### config.mk
export PLATFORM = sky130hd
export DESIGN_NAME = sst_cell
export DESIGN_NICKNAME = d
export VERILOG_FILES = /design/src/sorted_set_table_assert.svh /design/src/sst_pkg.sv /design/src/sst_cell.sv
export SDC_FILE = /design/constraint.sdc
export NUM_CORES = 1
export LEC_CHECK = 0
export ABC_CLOCK_PERIOD_IN_PS = 2800
export BUFFER_PORTS_ARGS = -buffer_cell sky130_fd_sc_hd__buf_2
export CORE_UTILIZATION = 41
export DETAILED_ROUTE_END_ITERATION = 6
export GPL_TIMING_DRIVEN = 1
export PLACE_DENSITY = 0.86
export SLEW_MARGIN = 0
export SYNTH_ARGS = -nofsm -noshare
export SYNTH_HDL_FRONTEND = slang
export SYNTH_SLANG_ARGS = --single-unit
### constraint.sdc
create_clock -name i_clk -period 2.8 [get_ports i_clk]
set_input_delay 0.84 -clock i_clk [delete_from_list [all_inputs] [get_ports i_clk]]
set_output_delay 0.84 -clock i_clk [all_outputs]
set_load 0.05 [all_outputs]
### src/sorted_set_table_assert.svh
// Assertion macros for the sorted set table.
// Depends on nothing; included by the top level only.
`ifndef SORTED_SET_TABLE_ASSERT_SVH
`define SORTED_SET_TABLE_ASSERT_SVH

// same-cycle implication, disabled while reset is low
`define SST_ASSERT_NOW(label, clk, rst_n, pre, post) \
    label: assert property (@(posedge clk) disable iff (!rst_n) (pre) |-> (post)) \
        else $error("sorted_set_table: same-cycle check failed");

// next-cycle implication, disabled while reset is low
`define SST_ASSERT_NEXT(label, clk, rst_n, pre, post) \
    label: assert property (@(posedge clk) disable iff (!rst_n) (pre) |=> (post)) \
        else $error("sorted_set_table: next-cycle check failed");

`endif

### src/sst_pkg.sv
// Shared types and constants for the sorted set table.
// No dependencies; used by the interfaces, the cell and the top level.
package sst_pkg;

    localparam int CAPACITY  = 64;
    localparam int CNT_W     = $clog2(CAPACITY + 1);
    localparam int VAL_W     = 32;
    localparam int IDX_W     = 6;
    localparam int OUT_CNT_W = 7;

    typedef enum logic [1:0] {
        OP_INSERT = 2'd0,
        OP_REMOVE = 2'd1,
        OP_LOOKUP = 2'd2,
        OP_READ   = 2'd3
    } t_opcode;

    typedef enum logic [1:0] {
        ST_DONE  = 2'd0,
        ST_NOCHG = 2'd1,
        ST_FULL  = 2'd2
    } t_status;

    typedef enum logic [1:0] {
        S_IDLE,
        S_EXEC,
        S_POST
    } t_state;

    // per-cycle command broadcast to every cell
    typedef struct packed {
        logic capture;
        logic insert;
        logic remove;
    } t_cell_cmd;

endpackage

### src/sst_cell.sv
// One storage cell of the sorted row: holds one entry and its compare flags.
// Depends on sst_pkg.
module sst_cell (
    input  logic                             i_clk,
    input  sst_pkg::t_cell_cmd               i_cmd,
    input  logic                             i_valid,
    input  logic signed [sst_pkg::VAL_W-1:0] i_key,
    input  logic signed [sst_pkg::VAL_W-1:0] i_left_value,
    input  logic                             i_left_lt,
    input  logic signed [sst_pkg::VAL_W-1:0] i_right_value,
    output logic signed [sst_pkg::VAL_W-1:0] o_value,
    output logic                             o_lt,
    output logic                             o_eq
);
    import sst_pkg::*;

    logic signed [VAL_W-1:0] r_value, n_value;
    logic                    r_lt, n_lt;
    logic                    r_eq, n_eq;

    always_comb begin
        n_lt    = r_lt;
        n_eq    = r_eq;
        n_value = r_value;
        if (i_cmd.capture) begin
            n_lt = i_valid && (r_value < i_key);
            n_eq = i_valid && (r_value == i_key);
        end
        // cells at or above the insert point move up; the boundary cell takes the key
        if (i_cmd.insert && !r_lt) begin
            n_value = i_left_lt ? i_key : i_left_value;
        end else if (i_cmd.remove && !r_lt) begin
            n_value = i_right_value;
        end
    end

    always_ff @(posedge i_clk) begin
        r_value <= n_value;
        r_lt    <= n_lt;
        r_eq    <= n_eq;
    end

    assign o_value = r_value;
    assign o_lt    = r_lt;
    assign o_eq    = r_eq;

endmodule

==> impl_metrics.ini, run 1 <==
[outcome]
status = complete, no violations

[cts]
cts_tree = built
insertion_delay_ns = 0.28
ctsHtreeMaxLevel = 2
numCtsBuffers = 5
postCtsSetupRepairBufs = 0
clock-sinks = 34
postCtsHoldBufs = 0
clockRootBuffer = clkbuf_8
post_cts.resized_instances = 0
clk_path_buf_depth = 2
clkTransAtPathRegs_ns = 0.07

[timing]
finalSetupViolCount = 0
clock_skew_ns = 0.00573
fin_setup_tns_ns = 0
slew_headroom = 0.634
drv_slew = 0
fin_crit_ns = 2.22
report.final.hold_viol_count = 0
period_share = 0.794
tightestPinTransition_ns = 0.550
grt_setup_unrepaired = no
fmax_ghz = 0.450
worst_slack_ns = 0.576

[synthesis]
syn_avg_cell_area_um2 = 9.66
synth.top_cells.by_count = 40 x nand2_1, 34 x edfxtp_1, 34 x inv_1, 33 x mux2i_1, 32 x ha_1
synth_ff_type = edfxtp_1
yosysUniqueCellTypes = 24
syn_nets = 396
synth_edf_count = 34
synth_top_area_cell = edfxtp_1
synth_cells = 262
synth-async-reset-ratio = 0
synth_area_leaders = edfxtp_1 40%, ha_1 16%, mux2i_1 13%
yosysTopAreaCellShare = 0.404
synth_seq_area_share = 0.404
ys_ff_latch = 34
synth.most_common_cell = nand2_1
synthesis.area_mm2 = 0.00253
ys_warn_count = 0

[setup_path]
worstPathArrival_ns = 2.35
worst-setup-path-type = in -> reg
worstSetupEndpointType = flop
crit_path_start_kind = input pin
r2r_slack_ns = 0.84
crit_required_ns = 2.93
crit_fanout = 3

[floorplanning]
row_count = 28
fp.dieW_um = 80.6
ioPinCount = 136
die_y_um = 80.6
core_mm2 = 0.00592
initial_core_util = 0.427
die-area_mm2 = 0.00649

[placed_design]
placed_cells_incl_taps = 464
dpl_cell_area_mm2 = 0.00331
place.gp.congestion = 0.777
place_ws_ns = 0.286
hpwlAfterDp_um = 5150
numPortBuffers = 135

[final_layout]
num-fill-cells = 541
layout-drive-gt1-share = 0.380
stdcell_area_mm2 = 0.00342
finish.net_count = 530
synthToLayoutAreaGrowth_pct = 35.1
antenna_cells = 0
layout.cells.non_filler = 472

[global_routing]
grt_pass1_wl_um = 9640
grt_max_degree = 34
overflow = 0
antenna_found_initial = 0
grt_pass1_vias = 2219
grt_use_total = 0.198

[drt]
vias = 2373
dr.pass1.iters = 4
drt-total-wl_um = 6280
wl_per_cell_um = 13.3
ant_nets = 0
initialDrtViolationCount = 70
viasPerCell = 5.03
drc = 0

[power_and_ir_drop]
power_density_mw_per_mm2 = 504
ir_worst_vdd_v = 0.000232
p_leak_nw = 1.80

[hold_path]
min_path_type = reg -> reg

[flow_run]
drv_cap = 0
-- area by class of cell --
| type | count | area, um2 | area share |
|---|---|---|---|
| Clock buffer | 7 | 76.3 | 0.0223 |
| Clock inverter | 1 | 30.0 | 0.00878 |
| Inverter | 34 | 128 | 0.0373 |
| Multi-Input combinational cell | 183 | 1350 | 0.394 |
| Sequential cell | 34 | 1020 | 0.299 |
| Tap cell | 75 | 93.8 | 0.0275 |
| Timing Repair Buffer | 138 | 723 | 0.212 |
-- kinds of logic after synthesis --
| family | synth area share |
|---|---|
| AOI/OAI and AO/OA | 0.134 |
| and+or+nand+nor | 0.106 |
| buffers and inverters | 0.0682 |
| DFF | 0.404 |
| muxes | 0.131 |
| adders and majority gates | 0.158 |
-- routing by layer --
metal  track usage  share of wire  vias up
met3        0.0568          0.069        8
met1         0.220           0.41     1076
met4        0.0679          0.015        0
met2         0.357           0.51       92
li1              -              -     1197
met5             0              0        -
-- worst max-delay path, stage by stage --
cell     delay, ns
buf_2         0.09
inv_1         0.04
ha_1          0.35
nand4_2       0.16
nor4_2        0.37
a22oi_1       0.14
a21oi_2       0.16
mux2i_1       0.19
-- power breakdown --
group	internal [W]	leakage (nW)	total, W	switching [W]
clock	0.000266	0.0524	0.000441	0.000174
sequential	0.000636	0.336	0.000667	0.0000309
combinational	0.000211	1.41	0.000616	0.000405
-- registers in the layout, indices dropped and copies added (netlist names) --
| register | cells |
|---|---|
| o_lt | 1 |
| o_value | 32 |
| o_eq | 1 |
-- worst paths after layout --
check                              endpoint  cells after the start         from
worst max-delay path                   o_lt                      8    i_key[15]
worst min-delay path            o_value[28]                      1         o_lt
worst max register to register         o_lt                      6  o_value[31]
worst min register to register  o_value[28]                      1         o_lt
-- stage by stage --
step	utilization	hold WS, ns	total power [W]
2_1_floorplan	-	0.952	0.00110
3_3_place_gp	0.559	0.747	0.00128
3_5_place_dp	0.559	0.795	0.00130
4_1_cts	0.577	0.792	0.00174
5_1_grt	0.577	0.781	0.00183
6_report	0.577	0.779	0.00172
-- cell usage in the layout, fill, tap and decap left out, drive strengths merged, types with 3 or more instances in the layout --
master | netlist | layout
buf | 3 | 138
nand2 | 40 | 40
o21ai | 37 | 37
inv | 34 | 34
edfxtp | 34 | 34
mux2i | 33 | 33
ha | 32 | 32
a21oi | 16 | 16
clkbuf | 8 | 7
nand4 | 6 | 6
nor2 | 4 | 4
nand3 | 3 | 3
Power figures use the tool's default switching activity.
==> run 2: changes to the inputs <==
Settings changed: ABC_CLOCK_PERIOD_IN_PS 2800 to 2000.
Clock period 2.8 ns to 2 ns, I/O delays scaled along.
==> impl_metrics.ini, run 2 (synthesized netlist as in run 1, its figures left out) <==
[cts]
clkTransAtPathRegs_ns = 0.07
numCtsBuffers = 5
cts_tree = built
clock-sinks = 34
postCtsSetupRepairBufs = 0
post_cts.resized_instances = 0
postCtsHoldBufs = 0
ctsHtreeMaxLevel = 2
clk_path_buf_depth = 2
insertion_delay_ns = 0.28
clockRootBuffer = clkbuf_8

[global_routing]
grt_pass1_wl_um = 10100
grt_use_total = 0.206
grt_max_degree = 65
antenna_found_initial = 0
grt_pass1_vias = 2380
overflow = 0

[setup_path]
critPathSlowestCell = edfxtp_1
critPathTopFamily = simple AND/OR/NAND/NOR gates
worstSetupEndpointType = flop
reg2reg_depth = 6
crit_path_start_kind = flop
worstPathArrival_ns = 2.03
worst-path-buf-inv = 0
r2r-start = o_value[11]
worst-setup-path-type = reg -> reg
cp_cell_sequence = ha_4, nand4_1, nor4_4, a22oi_2, a21oi_2, mux2i_1
crit_required_ns = 2.13
slowest_delay_ns = 0.44
r2r_slack_ns = 0.10
crit_fanout = 3
r2r-end = o_lt

[final_layout]
final_common_cell = buf_2
layout.cells.non_filler = 479
layout-drive-gt1-share = 0.408
synthToLayoutAreaGrowth_pct = 40.7
utilization = 0.601
largest_reg_flops = 32
finish.net_count = 537
antenna_cells = 0
layout_common_cells = 135 x buf_2, 40 x nand2_1, 34 x inv_1, 34 x edfxtp_1, 33 x mux2i_1
num-fill-cells = 510

[hold_path]
min_to = o_lt
whs_path_depth = 1
holdCritStartpoint = i_cmd[2]
min_path_type = in -> reg

[timing]
finalSetupViolCount = 0
fmax_ghz = 0.527
clock_skew_ns = 0.00494
fin_crit_ns = 1.90
fin_setup_tns_ns = 0
tightestPinTransition_ns = 0.309
grt_setup_unrepaired = yes
report.final.hold_viol_count = 0
period_share = 0.949
drv_slew = 0
slew_headroom = 0.794

[floorplanning]
core_mm2 = 0.00592
row_count = 28
die_y_um = 80.6
die-area_mm2 = 0.00649
fp.dieW_um = 80.6
initial_core_util = 0.427
ioPinCount = 136

[power_and_ir_drop]
power_density_mw_per_mm2 = 726
p_leak_nw = 1.86
ir_worst_vdd_v = 0.000418

[drt]
wl_per_cell_um = 13.3
dr.pass1.iters = 4
viasPerCell = 4.99
drc = 0
initialDrtViolationCount = 82
ant_nets = 0
drt-total-wl_um = 6380
vias = 2392

[outcome]
status = complete, no violations

[placed_design]
hpwlAfterDp_um = 5190
place.gp.congestion = 0.742
placed_cells_incl_taps = 471
numPortBuffers = 135

[flow_run]
drv_cap = 0
[run 2: area by class of cell]
| type | instances | area, um2 | share of cell area |
|---|---|---|---|
| Timing Repair Buffer | 145 | 776 | 0.218 |
| Tap cell | 75 | 93.8 | 0.0264 |
| Sequential cell | 34 | 1020 | 0.287 |
| Inverter | 34 | 128 | 0.0359 |
| Clock buffer | 5 | 68.8 | 0.0193 |
| Multi-Input combinational cell | 183 | 1410 | 0.396 |
| Clock inverter | 3 | 63.8 | 0.0179 |
[run 2: stage by stage]
| stage | area (um2) | hold slack [ns] | total power (W) | worst slack [ns] |
|---|---|---|---|---|
| finish | 3560 | 0.553 | 0.00258 | 0.102 |
| global placement | 3400 | 0.837 | 0.00181 | -0.126 |
| floorplan | 2570 | 0.712 | 0.00155 | 0.0126 |
| detailed placement | 3400 | 0.846 | 0.00184 | -0.195 |
| CTS | 3530 | 0.546 | 0.00260 | 0.0707 |
| global route | 3560 | 0.539 | 0.00273 | -0.0250 |
[run 2: power by group]
| part | switching (W) | internal (W) |
|---|---|---|
| Clock | 0.000260 | 0.000493 |
| Combinational | 0.000578 | 0.000316 |
| Sequential | 0.0000471 | 0.000891 |
[run 2: routing by layer]
layer / global-route usage / up-vias / wire [um]
met2: 0.390 / 89 / 3240
met3: 0.0432 / 6 / 349
met5: 0 / - / 0
met4: 0.0643 / 0 / 81
met1: 0.226 / 1088 / 2720
li1: - / 1209 / -
[run 2: worst max path at each step]
stage | start | endpoint | slack [ns] | depth (start not counted)
floorplan | o_value[11] | o_lt | 0.01 | 6
global placement | i_key[31] | o_lt | -0.13 | 9
detailed placement | i_key[10] | o_lt | -0.20 | 8
CTS | i_key[31] | o_lt | 0.07 | 9
global route | o_value[11] | o_lt | -0.02 | 6
finish | o_value[11] | o_lt | 0.10 | 6
